## src/design/taa_pkg.sv

```systemverilog
// Shared types and constants for the triangle area accumulator.
package taa_pkg;

    localparam int AREA_BITS = 42;
    localparam int SUM_BITS  = 60;
    localparam int STEP_BITS = 4;

    // Multiplier sequence: six cross-product terms, then three partial squares per axis.
    localparam logic [STEP_BITS-1:0] STEP_CROSS_LAST = 4'd5;
    localparam logic [STEP_BITS-1:0] STEP_LAST       = 4'd14;

    typedef enum logic [2:0] {
        S_IDLE,
        S_MUL,
        S_DRAIN,
        S_START,
        S_ROOT,
        S_SUM
    } t_state;

    typedef struct packed {
        logic                 vld;
        logic [STEP_BITS-1:0] step;
    } t_mul_tag;

endpackage

```

## src/design/taa_mul.sv

```systemverilog
// Shared signed multiplier with a registered product and step tag.
module taa_mul #(
    parameter int OW = 22
) (
    input  logic                 i_clk,
    input  logic                 i_rst_n,
    input  taa_pkg::t_mul_tag    i_tag,
    input  logic signed [OW-1:0] i_a,
    input  logic signed [OW-1:0] i_b,
    output taa_pkg::t_mul_tag    o_tag,
    output logic signed [2*OW-1:0] o_prod
);
    import taa_pkg::*;

    t_mul_tag              r_tag;
    logic signed [2*OW-1:0] r_prod;

    always_ff @(posedge i_clk) begin
        if (!i_rst_n) begin
            r_tag <= '0;
        end else begin
            r_tag <= i_tag;
        end
    end

    always_ff @(posedge i_clk) begin
        r_prod <= i_a * i_b;
    end

    assign o_tag  = r_tag;
    assign o_prod = r_prod;
endmodule

```

## src/design/taa_sqrt.sv

```systemverilog
// Bit-serial floor square root, two radicand bits per cycle.
module taa_sqrt #(
    parameter int RW = 43
) (
    input  logic            i_clk,
    input  logic            i_rst_n,
    input  logic            i_start,
    input  logic [2*RW-1:0] i_radicand,
    output logic            o_done,
    output logic [RW-1:0]   o_root
);
    import taa_pkg::*;

    localparam int RMW = RW + 3;
    localparam int CW  = $clog2(RW + 1);

    logic [2*RW-1:0] r_n;
    logic [RMW-1:0]  r_rem;
    logic [RW-1:0]   r_root;
    logic [CW-1:0]   r_cnt;
    logic            r_busy;
    logic            r_done;

    logic [RMW-1:0] n_shift;
    logic [RMW-1:0] n_trial;
    logic           n_fit;

    always_comb begin
        n_shift = {r_rem[RMW-3:0], r_n[2*RW-1 -: 2]};
        n_trial = {r_root, 2'b01};
        n_fit   = n_shift >= n_trial;
    end

    always_ff @(posedge i_clk) begin
        if (!i_rst_n) begin
            r_busy <= 1'b0;
            r_done <= 1'b0;
            r_cnt  <= '0;
        end else begin
            r_done <= 1'b0;
            if (i_start) begin
                r_busy <= 1'b1;
                r_cnt  <= CW'(RW - 1);
            end else if (r_busy) begin
                r_cnt <= r_cnt - 1'b1;
                if (r_cnt == '0) begin
                    r_busy <= 1'b0;
                    r_done <= 1'b1;
                end
            end
        end
    end

    always_ff @(posedge i_clk) begin
        if (i_start) begin
            r_n    <= i_radicand;
            r_rem  <= '0;
            r_root <= '0;
        end else if (r_busy) begin
            r_n    <= {r_n[2*RW-3:0], 2'b00};
            r_rem  <= n_fit ? (n_shift - n_trial) : n_shift;
            r_root <= {r_root[RW-2:0], n_fit};
        end
    end

    assign o_done = r_done;
    assign o_root = r_root;
endmodule

```

## src/design/triangle_area_accumulator_top.sv

```systemverilog
// Top level of the triangle area accumulator: sequencer, accumulators and stream ports.
//
//  channel   | dir | tdata (low bit up)                          | tuser
//  ----------+-----+---------------------------------------------+----------------
//  s_axis    | in  | a_x a_y a_z b_x b_y b_z c_x c_y c_z, zero pad| first_triangle
//  m_axis    | out | tri_area[41:0] area_sum[59:0], zero pad      | saturated
//
// One triangle passes through the idle state that accepts it, multiplier issue
// of six cross-product terms and nine partial squares, a drain, a root start,
// the bit-serial root steps with their done flag, and the sum state, which
// waits while an earlier result is still held on m_axis.
// The bit-serial square root over the squared cross length takes most of that time.
// s_axis_tready is high only while the sequencer is idle; a result waiting on
// m_axis holds the next result back but not the next input item.
// Reset clears the running sum, the sticky saturation flag and all control.
module triangle_area_accumulator_top #(
    parameter int COORD_BITS = 20
) (
    input  logic                                  i_clk,
    input  logic                                  i_rst_n,
    input  logic                                  i_s_axis_tvalid,
    output logic                                  o_s_axis_tready,
    // a_x, a_y, a_z, b_x, b_y, b_z, c_x, c_y, c_z, then zero pad
    input  logic [((9*COORD_BITS+7)/8)*8-1:0]     i_s_axis_tdata,
    // first_triangle
    input  logic                                  i_s_axis_tuser,
    output logic                                  o_m_axis_tvalid,
    input  logic                                  i_m_axis_tready,
    // tri_area, area_sum, then zero pad
    output logic [((taa_pkg::AREA_BITS+taa_pkg::SUM_BITS+7)/8)*8-1:0] o_m_axis_tdata,
    // saturated
    output logic                                  o_m_axis_tuser
);
    import taa_pkg::*;

    localparam int CB   = COORD_BITS;
    localparam int DW   = CB + 1;          // edge vector component
    localparam int WW   = 2*CB + 3;        // cross product component, signed
    localparam int MAGW = 2*CB + 2;        // its magnitude
    localparam int HW   = MAGW / 2;        // magnitude half for split squaring
    localparam int OW   = CB + 2;          // multiplier operand
    localparam int PW   = 2*OW;
    localparam int RW   = MAGW + 1;        // root width
    localparam int SQW  = 2*RW;            // squared length
    localparam int XW   = (RW > AREA_BITS) ? RW : AREA_BITS;
    localparam int OTW  = ((AREA_BITS+SUM_BITS+7)/8)*8;

    // Control and state
    t_state                r_state, n_state;
    logic [STEP_BITS-1:0]  r_step;
    logic                  r_first;
    logic signed [DW-1:0]  r_u [3];
    logic signed [DW-1:0]  r_v [3];
    logic signed [WW-1:0]  r_acc;
    logic signed [WW-1:0]  r_w [3];
    logic [SQW-1:0]        r_len2;
    logic [SUM_BITS-1:0]   r_sum;
    logic                  r_sat;
    logic                  r_out_valid;
    logic [AREA_BITS-1:0]  r_out_area;

    logic                  in_acc;
    t_mul_tag              mul_in_tag, mul_out_tag;
    logic signed [OW-1:0]  mul_a, mul_b;
    logic signed [PW-1:0]  mul_prod;
    logic                  root_start, root_done;
    logic [RW-1:0]         root;

    logic [1:0]            sq_comp;
    logic [1:0]            sq_kind;
    logic [1:0]            pq_kind;
    logic [MAGW-1:0]       mag;
    logic [SQW-1:0]        sq_term;
    logic [AREA_BITS-1:0]  area;
    logic [SUM_BITS:0]     n_sum_wide;
    logic                  n_ovf;

    assign in_acc = i_s_axis_tvalid && o_s_axis_tready;

    // Latch edge vectors on accept
    always_ff @(posedge i_clk) begin
        if (in_acc) begin
            for (int k = 0; k < 3; k++) begin
                r_u[k] <= DW'(signed'(i_s_axis_tdata[(3+k)*CB +: CB]))
                        - DW'(signed'(i_s_axis_tdata[k*CB +: CB]));
                r_v[k] <= DW'(signed'(i_s_axis_tdata[(6+k)*CB +: CB]))
                        - DW'(signed'(i_s_axis_tdata[k*CB +: CB]));
            end
            r_first <= i_s_axis_tuser;
        end
    end

    // Which axis and which partial square a step covers
    always_comb begin
        case (r_step) inside
            4'd6, 4'd7, 4'd8:    sq_comp = 2'd0;
            4'd9, 4'd10, 4'd11:  sq_comp = 2'd1;
            default:             sq_comp = 2'd2;
        endcase
        case (r_step) inside
            4'd6, 4'd9, 4'd12:   sq_kind = 2'd0;
            4'd7, 4'd10, 4'd13:  sq_kind = 2'd1;
            default:             sq_kind = 2'd2;
        endcase
        case (mul_out_tag.step) inside
            4'd6, 4'd9, 4'd12:   pq_kind = 2'd0;
            4'd7, 4'd10, 4'd13:  pq_kind = 2'd1;
            default:             pq_kind = 2'd2;
        endcase
    end

    // Operand select for the shared multiplier
    always_comb begin
        mag = r_w[sq_comp][WW-1] ? MAGW'(-r_w[sq_comp]) : MAGW'(r_w[sq_comp]);
        mul_a = '0;
        mul_b = '0;
        case (r_step)
            4'd0:    begin mul_a = OW'(r_u[1]); mul_b = OW'(r_v[2]); end
            4'd1:    begin mul_a = OW'(r_u[2]); mul_b = OW'(r_v[1]); end
            4'd2:    begin mul_a = OW'(r_u[2]); mul_b = OW'(r_v[0]); end
            4'd3:    begin mul_a = OW'(r_u[0]); mul_b = OW'(r_v[2]); end
            4'd4:    begin mul_a = OW'(r_u[0]); mul_b = OW'(r_v[1]); end
            4'd5:    begin mul_a = OW'(r_u[1]); mul_b = OW'(r_v[0]); end
            default: begin
                case (sq_kind)
                    2'd0:    begin mul_a = {1'b0, mag[HW-1:0]};    mul_b = {1'b0, mag[HW-1:0]};    end
                    2'd1:    begin mul_a = {1'b0, mag[MAGW-1:HW]}; mul_b = {1'b0, mag[HW-1:0]};    end
                    default: begin mul_a = {1'b0, mag[MAGW-1:HW]}; mul_b = {1'b0, mag[MAGW-1:HW]}; end
                endcase
            end
        endcase
        mul_in_tag.vld  = (r_state == S_MUL);
        mul_in_tag.step = r_step;
    end

    taa_mul #(.OW(OW)) u_mul (
        .i_clk   (i_clk),
        .i_rst_n (i_rst_n),
        .i_tag   (mul_in_tag),
        .i_a     (mul_a),
        .i_b     (mul_b),
        .o_tag   (mul_out_tag),
        .o_prod  (mul_prod)
    );

    // Place a partial square at its weight
    always_comb begin
        sq_term = {{(SQW-PW+1){1'b0}}, mul_prod[PW-2:0]};
        case (pq_kind)
            2'd0:    sq_term = sq_term;
            2'd1:    sq_term = sq_term << (HW + 1);
            default: sq_term = sq_term << (2*HW);
        endcase
    end

    // Fold products into cross components, then into the squared length
    always_ff @(posedge i_clk) begin
        if (in_acc) begin
            r_len2 <= '0;
        end else if (mul_out_tag.vld) begin
            if (mul_out_tag.step <= STEP_CROSS_LAST) begin
                if (!mul_out_tag.step[0]) begin
                    r_acc <= mul_prod[WW-1:0];
                end else begin
                    r_w[mul_out_tag.step[2:1]] <= r_acc - mul_prod[WW-1:0];
                end
            end else begin
                r_len2 <= r_len2 + sq_term;
            end
        end
    end

    assign root_start = (r_state == S_START);

    taa_sqrt #(.RW(RW)) u_sqrt (
        .i_clk      (i_clk),
        .i_rst_n    (i_rst_n),
        .i_start    (root_start),
        .i_radicand (r_len2),
        .o_done     (root_done),
        .o_root     (root)
    );

    // Clamp area and add into the saturating sum
    always_comb begin
        if (XW'(root) > XW'({AREA_BITS{1'b1}})) begin
            area = {AREA_BITS{1'b1}};
        end else begin
            area = AREA_BITS'(root);
        end
        n_sum_wide = (r_first ? '0 : {1'b0, r_sum}) + (SUM_BITS+1)'(area);
        n_ovf      = n_sum_wide[SUM_BITS];
    end

    // Sequencer
    always_ff @(posedge i_clk) begin
        if (!i_rst_n) begin
            r_state <= S_IDLE;
            r_step  <= '0;
        end else begin
            r_state <= n_state;
            if (r_state == S_MUL) begin
                r_step <= r_step + 1'b1;
            end else begin
                r_step <= '0;
            end
        end
    end

    always_comb begin
        n_state = r_state;
        unique case (r_state)
            S_IDLE:  if (in_acc) n_state = S_MUL;
            S_MUL:   if (r_step == STEP_LAST) n_state = S_DRAIN;
            S_DRAIN: n_state = S_START;
            S_START: n_state = S_ROOT;
            S_ROOT:  if (root_done) n_state = S_SUM;
            S_SUM:   if (!r_out_valid || i_m_axis_tready) n_state = S_IDLE;
            default: n_state = S_IDLE;
        endcase
    end

    // Running sum and output register
    always_ff @(posedge i_clk) begin
        if (!i_rst_n) begin
            r_sum       <= '0;
            r_sat       <= 1'b0;
            r_out_valid <= 1'b0;
        end else begin
            if (r_state == S_SUM && (!r_out_valid || i_m_axis_tready)) begin
                r_sum       <= n_ovf ? {SUM_BITS{1'b1}} : n_sum_wide[SUM_BITS-1:0];
                r_sat       <= (r_first ? 1'b0 : r_sat) | n_ovf;
                r_out_valid <= 1'b1;
            end else if (i_m_axis_tready) begin
                r_out_valid <= 1'b0;
            end
        end
    end

    always_ff @(posedge i_clk) begin
        if (r_state == S_SUM && (!r_out_valid || i_m_axis_tready)) begin
            r_out_area <= area;
        end
    end

    assign o_s_axis_tready = (r_state == S_IDLE);
    assign o_m_axis_tvalid = r_out_valid;
    assign o_m_axis_tdata  = OTW'({r_sum, r_out_area});
    assign o_m_axis_tuser  = r_sat;
endmodule

```

## config.mk

```make
export PLATFORM = sky130hd
export DESIGN_NAME = triangle_area_accumulator_top
export DESIGN_NICKNAME = d
export VERILOG_FILES = /design/src/design/taa_pkg.sv /design/src/design/taa_mul.sv /design/src/design/taa_sqrt.sv /design/src/design/triangle_area_accumulator_top.sv
export SDC_FILE = /design/constraint.sdc
export NUM_CORES = 2
export LEC_CHECK = 0
export ABC_AREA = 1
export BUFFER_PORTS_ARGS = -buffer_cell sky130_fd_sc_hd__clkbuf_2
export CAP_MARGIN = 20
export CORE_MARGIN = 2
export CORE_UTILIZATION = 50
export CTS_BUF_LIST = sky130_fd_sc_hd__clkbuf_16
export DETAILED_ROUTE_END_ITERATION = 16
export GPL_TIMING_DRIVEN = 0
export PLACE_DENSITY = 0.67
export SYNTH_ARGS = -nofsm -noshare
export SYNTH_HDL_FRONTEND = slang
export SYNTH_HIERARCHICAL = 1
export SYNTH_SLANG_ARGS = --single-unit
```

## constraint.sdc

```tcl
create_clock -name i_clk -period 17.05 [get_ports i_clk]
set_clock_uncertainty 0.2 [all_clocks]
set_input_delay 1.705 -clock i_clk [delete_from_list [all_inputs] [get_ports i_clk]]
set_output_delay 1.705 -clock i_clk [all_outputs]
set_load 0.02 [all_outputs]
```

; Word level (Yosys, flattened, before mapping)
; Memory sizes are Yosys's and may differ from the RTL's.
; Index checks and enable logic that the tools add are counted.
[totals]
output_inout_bits = 107
n_memories = 3
reg_bits = 470
ramBits = 255
in_bits = 189
wordCells = 145
[memory_table]
columns = memory, depth, word_bits, read_ports, rd_ports_with_merged_regs, write_ports, line_no
row1 = r_w, 3, 43, 1, 0, 1, triangle_area_accumulator_top.sv:55  ; logic signed [WW-1:0] r_w [3];
row2 = r_u, 3, 21, 3, 0, 3, triangle_area_accumulator_top.sv:52  ; logic signed [DW-1:0] r_u [3];
row3 = r_v, 3, 21, 3, 0, 3, triangle_area_accumulator_top.sv:53  ; logic signed [DW-1:0] r_v [3];
[classes]
reduce_logical = 30
order_cmp = 3
n_addsub = 13
n_bitwise = 6
muxes = 39
eq_ne = 31
mul = 1
[ops]
columns = cell, n
row1 = $mux 86, 2
row2 = $pmux 85 s2, 1
row3 = $pmux 22 s3, 2
row4 = $sub 20x20->21, 6
row5 = $mux 60, 2
row6 = $add 86x86->86, 1
row7 = $mux 42, 2
row8 = $add 60x42->61, 1
row9 = $ge 46x45->1, 1
row10 = $eq 4x4->1 const B, 11
row11 = $mux 44, 1
row12 = $sub 44x44->44, 1
row13 = $gt 43x42->1 const B, 1
row14 = $mul 22x22->43, 1
row15 = $sub 43x43->43, 1
row16 = $mux 21, 2
row17 = $neg 42->42, 1
row18 = $eq 4x3->1 const B, 6
row19 = $reduce_or 3->1, 7
row20 = $pmux 3 s6, 1
row21 = $reduce_or 2->1, 8
row22 = $mux 1, 14
row23 = $mux 2, 6
row24 = $mux 3, 4
row25 = 24 further kinds, 40

; Depth between registers and ports, before layout
; An unclocked memory read counts as a cell.
[depth]
ltp_word = 10
mapped_depth = 52
depth_no_buf = 51

; Hierarchy
; The synthesis kept the hierarchy.
[by_module_without_submodules]
columns = module, seq_area_each_um2, instances, area_each_um2, cells_per_inst
row1 = triangle_area_accumulator_top, 13342.8, 1, 39276.4, 5408
row2 = taa_mul, 980.9, 1, 20509.7, 2644
row3 = taa_sqrt, 4484.3, 1, 11342.1, 1725

; Worst setup path before layout
; OpenSTA, ideal clock, no wires.
[synth_path]
kind = input-to-reg
from = in i_s_axis_tvalid
to = reg r_acc[0], enable pin
setup_time_ns = 1.291
arrival_ns = 11.812
stages = 3
t_required_ns = 15.559
path_slack_ns = 3.746
path_buffers = 0
cell_sequence = inv_1 > nor2_1 > nor4_1
[synth_via]
elab_chain_cells = 3
[synth_lines]
columns = element, line_no
row1 = "start, declared", triangle_area_accumulator_top.sv:21  ; input logic i_s_axis_tvalid,
row2 = $logic_and 1x1->1, triangle_area_accumulator_top.sv:78  ; assign in_acc = i_s_axis_tvalid && o_s_axis_tready;
row3 = net in_acc, triangle_area_accumulator_top.sv:62  ; logic in_acc;
row4 = $not 1->1 (no line), n/a
row5 = $reduce_and 4->1 (no line), n/a
row6 = "end signal, assigned", triangle_area_accumulator_top.sv:163  ; r_acc <= mul_prod[WW-1:0];
row7 = "end, declared", triangle_area_accumulator_top.sv:54  ; logic signed [WW-1:0] r_acc;
; The timed path passes the listed nets, and every way through them passes these cells.
; A chain may end at the register's enable or synchronous reset.

; Final worst setup path
[layout_path]
from = reg r_step[0]
to = reg u_mul.r_prod[37] (netlist: u_mul/o_prod[37])
[layout_via]
elab_chain_cells = 10
word_cells_on_any_way = 39
classes_between = 1 x add/sub / 1 x mul / 14 x eq/ne / 9 x mux / 13 x reduce/logical / 1 x memory
[layout_lines]
columns = element, line_no
row1 = "start, declared", triangle_area_accumulator_top.sv:50  ; logic [STEP_BITS-1:0] r_step;
row2 = "start signal, assigned", triangle_area_accumulator_top.sv:203  ; r_step <= r_step + 1'b1;
row3 = $eq 4x4->1 (no line), n/a
row4 = $reduce_or 3->1, triangle_area_accumulator_top.sv:95  ; case (r_step) inside
row5 = $mux 2 (2 in series), triangle_area_accumulator_top.sv:95
row6 = $mem_v2 3x43, n/a
row7 = $neg 42->42, triangle_area_accumulator_top.sv:114  ; mag = r_w[sq_comp][WW-1] ? MAGW'(-r_w[sq_comp]) : MAGW'(r_w[sq_comp]);
row8 = $mux 42, triangle_area_accumulator_top.sv:114
row9 = $mux 21, triangle_area_accumulator_top.sv:125  ; case (sq_kind)
row10 = $pmux 22 s3 *, triangle_area_accumulator_top.sv:117  ; case (r_step)
row11 = net mul_b[6], triangle_area_accumulator_top.sv:64  ; logic signed [OW-1:0] mul_a, mul_b;
row12 = $mul 22x22->43 *, taa_mul.sv:27  ; r_prod <= i_a * i_b;
row13 = "end signal, assigned", taa_mul.sv:27
row14 = "end, declared", taa_mul.sv:16  ; logic signed [2*OW-1:0] r_prod;
; The timed path passes the listed nets; every way through them passes the cells marked *.

==> flow_summary.yaml <==
sta:
  worst_slack_ns: 5.60
  setup_tns_ns: 0
  max_slew_margin_pct: 10.9
  finalSetupViolCount: 0
  min_period_over_period_pct: 67.2
  worst_slew_pin_slew_ns: 1.34
  fmax_mhz: 87.3
  fin_crit_ns: 11.45
  maxSlewViolCount: 0
  final_hold_viol_count: 0
  grt_setup_unrepaired: "no"
routing:
  drt_iter0_drc: 6649
  vias_per_cell: 5.50
  drc: 0
  drt_wl_total_um: 267000
  first_pass_iters: 6
  vias: 66278
  drt-wirelength-per-cell_um: 22.1
  antenna_left: 0
finish:
  drive_above_1_share_pct: 6.71
  syn_to_final_growth_pct: 9.78
  nets: 11271
  final_core_utilization_pct: 55.1
  fill_cells: 13799
global_route:
  antenna_found_initial: 1
  grt_max_degree: 54
  track_usage_pct: 36.2
  grt_pass1_wl_um: 395000
  grt_pass1_vias: 64309
  globalRoute.totalOverflow: 0
setup_path:
  worstSetupPathType: "flop to flop"
  critPathCaptureType: "flop"
  cpPeakStageDelay_ns: 0.67
  critPathTopFamily: "adder cells"
  cp_max_fo: 10
  cp.required_ns: 17.41
  arrival_ns: 11.81
  slowest_stage: "clkbuf_1"
  start_kind: "flop"
  crit_path_start: "r_step[0]"
  crit_top_cell: "nand2_1"
  crit_buf_inv: 11
  r2r-start: "r_step[0]"
cts:
  cts.sinks: 725
  cts-root-buf: "clkbuf_16"
  clkTransAtPathRegs_ns: 0.06
  clockBufferDepth: 3
  post-cts-setup-buffer-count: 0
  numCtsBuffers: 80
  htreeDepth: 3
  insertion_delay_ns: 0.73
  post_cts_resized: 0
  cts_tree: "done"
  hold_buffers: 0
hold_path:
  hold_path_class: "flop to flop"
  hold_start: "u_mul/o_prod[37]"
die:
  dieArea_um2: 145000
  die_h_um: 380
  fp-row-count: 138
  fp.dieW_um: 380
  io_pins: 296
  core_area_um2: 141000
  initial_core_util_pct: 50.2
placement:
  io_buffer_count: 289
  post-place-ws_ns: 5.86
  gp_congestion: 1.08
  dp_hpwl_um: 224000
run_status:
  status: "complete, no violations"
synthesis:
  syn_avg_cell_area_um2: 7.30
  synth_cells: 9701
  yosys_warnings: 6
  synth_area_um2: 70800
run:
  cap_violations: 0
[per-stage QoR]
step                      area, µm²  hold slack [ns]  std cells
after global routing          77700            0.254      12051
after floorplan               70800            0.208       9702
after CTS                     77700            0.237      12050
final                         77700            0.233      12055
after detailed placement      74900            0.224      11903
after global placement        74600            0.221      11881
[worst reg2reg max path: cells and delay by family (launching register included)]
family          cells  cell delay (ns)
fa+ha+maj           9             4.87
compound gates      3             1.16
simple gates       19             2.67
buf+inv            11             2.00
flops               1             0.42
[cell usage in the layout, fill, tap and decap left out, types with 292 or more instances in the layout]
| cell | n |
|---|---|
| a21oi_1 | 558 |
| clkbuf_2 | 292 |
| dfxtp_1 | 298 |
| edfxtp_1 | 427 |
| fa_1 | 510 |
| ha_1 | 476 |
| inv_1 | 1985 |
| nand2_1 | 2496 |
| nand3_1 | 423 |
| nor2_1 | 804 |
| o21ai_0 | 360 |
[path summary, 6_finish.rpt]
| check | end | slack (ns) | cells after the start |
|---|---|---|---|
| worst max-delay path | u_mul/o_prod[37] | 5.60 | 42 |
| worst min-delay path | r_acc[37] | 0.23 | 0 |
| worst max register to register | u_mul/o_prod[37] | 5.60 | 42 |
| worst min register to register | r_acc[37] | 0.23 | 0 |
[routing by layer]
layer	vias up	track usage, %	part of all wire, %
met2	2974	57.9	45
met1	31373	46.4	40
li1	31282	-	-
met5	-	0	0
met3	649	6.28	8.4
met4	0	20.8	6.7
[cell type report]
cell class                 count  area, µm²  area share, %
clock inverter                67        742          0.955
clock buffer                  80       2000           2.58
multi-input combinational   6732      43500           56.0
antenna                        4       10.0         0.0129
buffer                       258       1100           1.42
tap                         1890       2360           3.04
timing repair buffer         312       1760           2.27
sequential                   725      18800           24.2
inverter                    1987       7460           9.60
[flip-flops by register name, indices dropped and copies added, names as in the netlist]
signal and count:
r_w 129, u_mul/o_prod 43, r_out_area 42, r_acc 43, o_m_axis_tvalid 1, r_v 63, u_sqrt/r_cnt 6, r_first 1
u_mul/o_tag 5, o_m_axis_tuser 1, u_sqrt/o_done 1, u_sqrt/r_busy 1, r_u 63, u_sqrt/o_root 43, r_step 4, r_state 3
r_len2 86, r_sum 60, u_sqrt/r_n 86, u_sqrt/r_rem 44
Power is not shown: default switching activity piles up to over one toggle a cycle in this logic, so the estimate is an artifact.
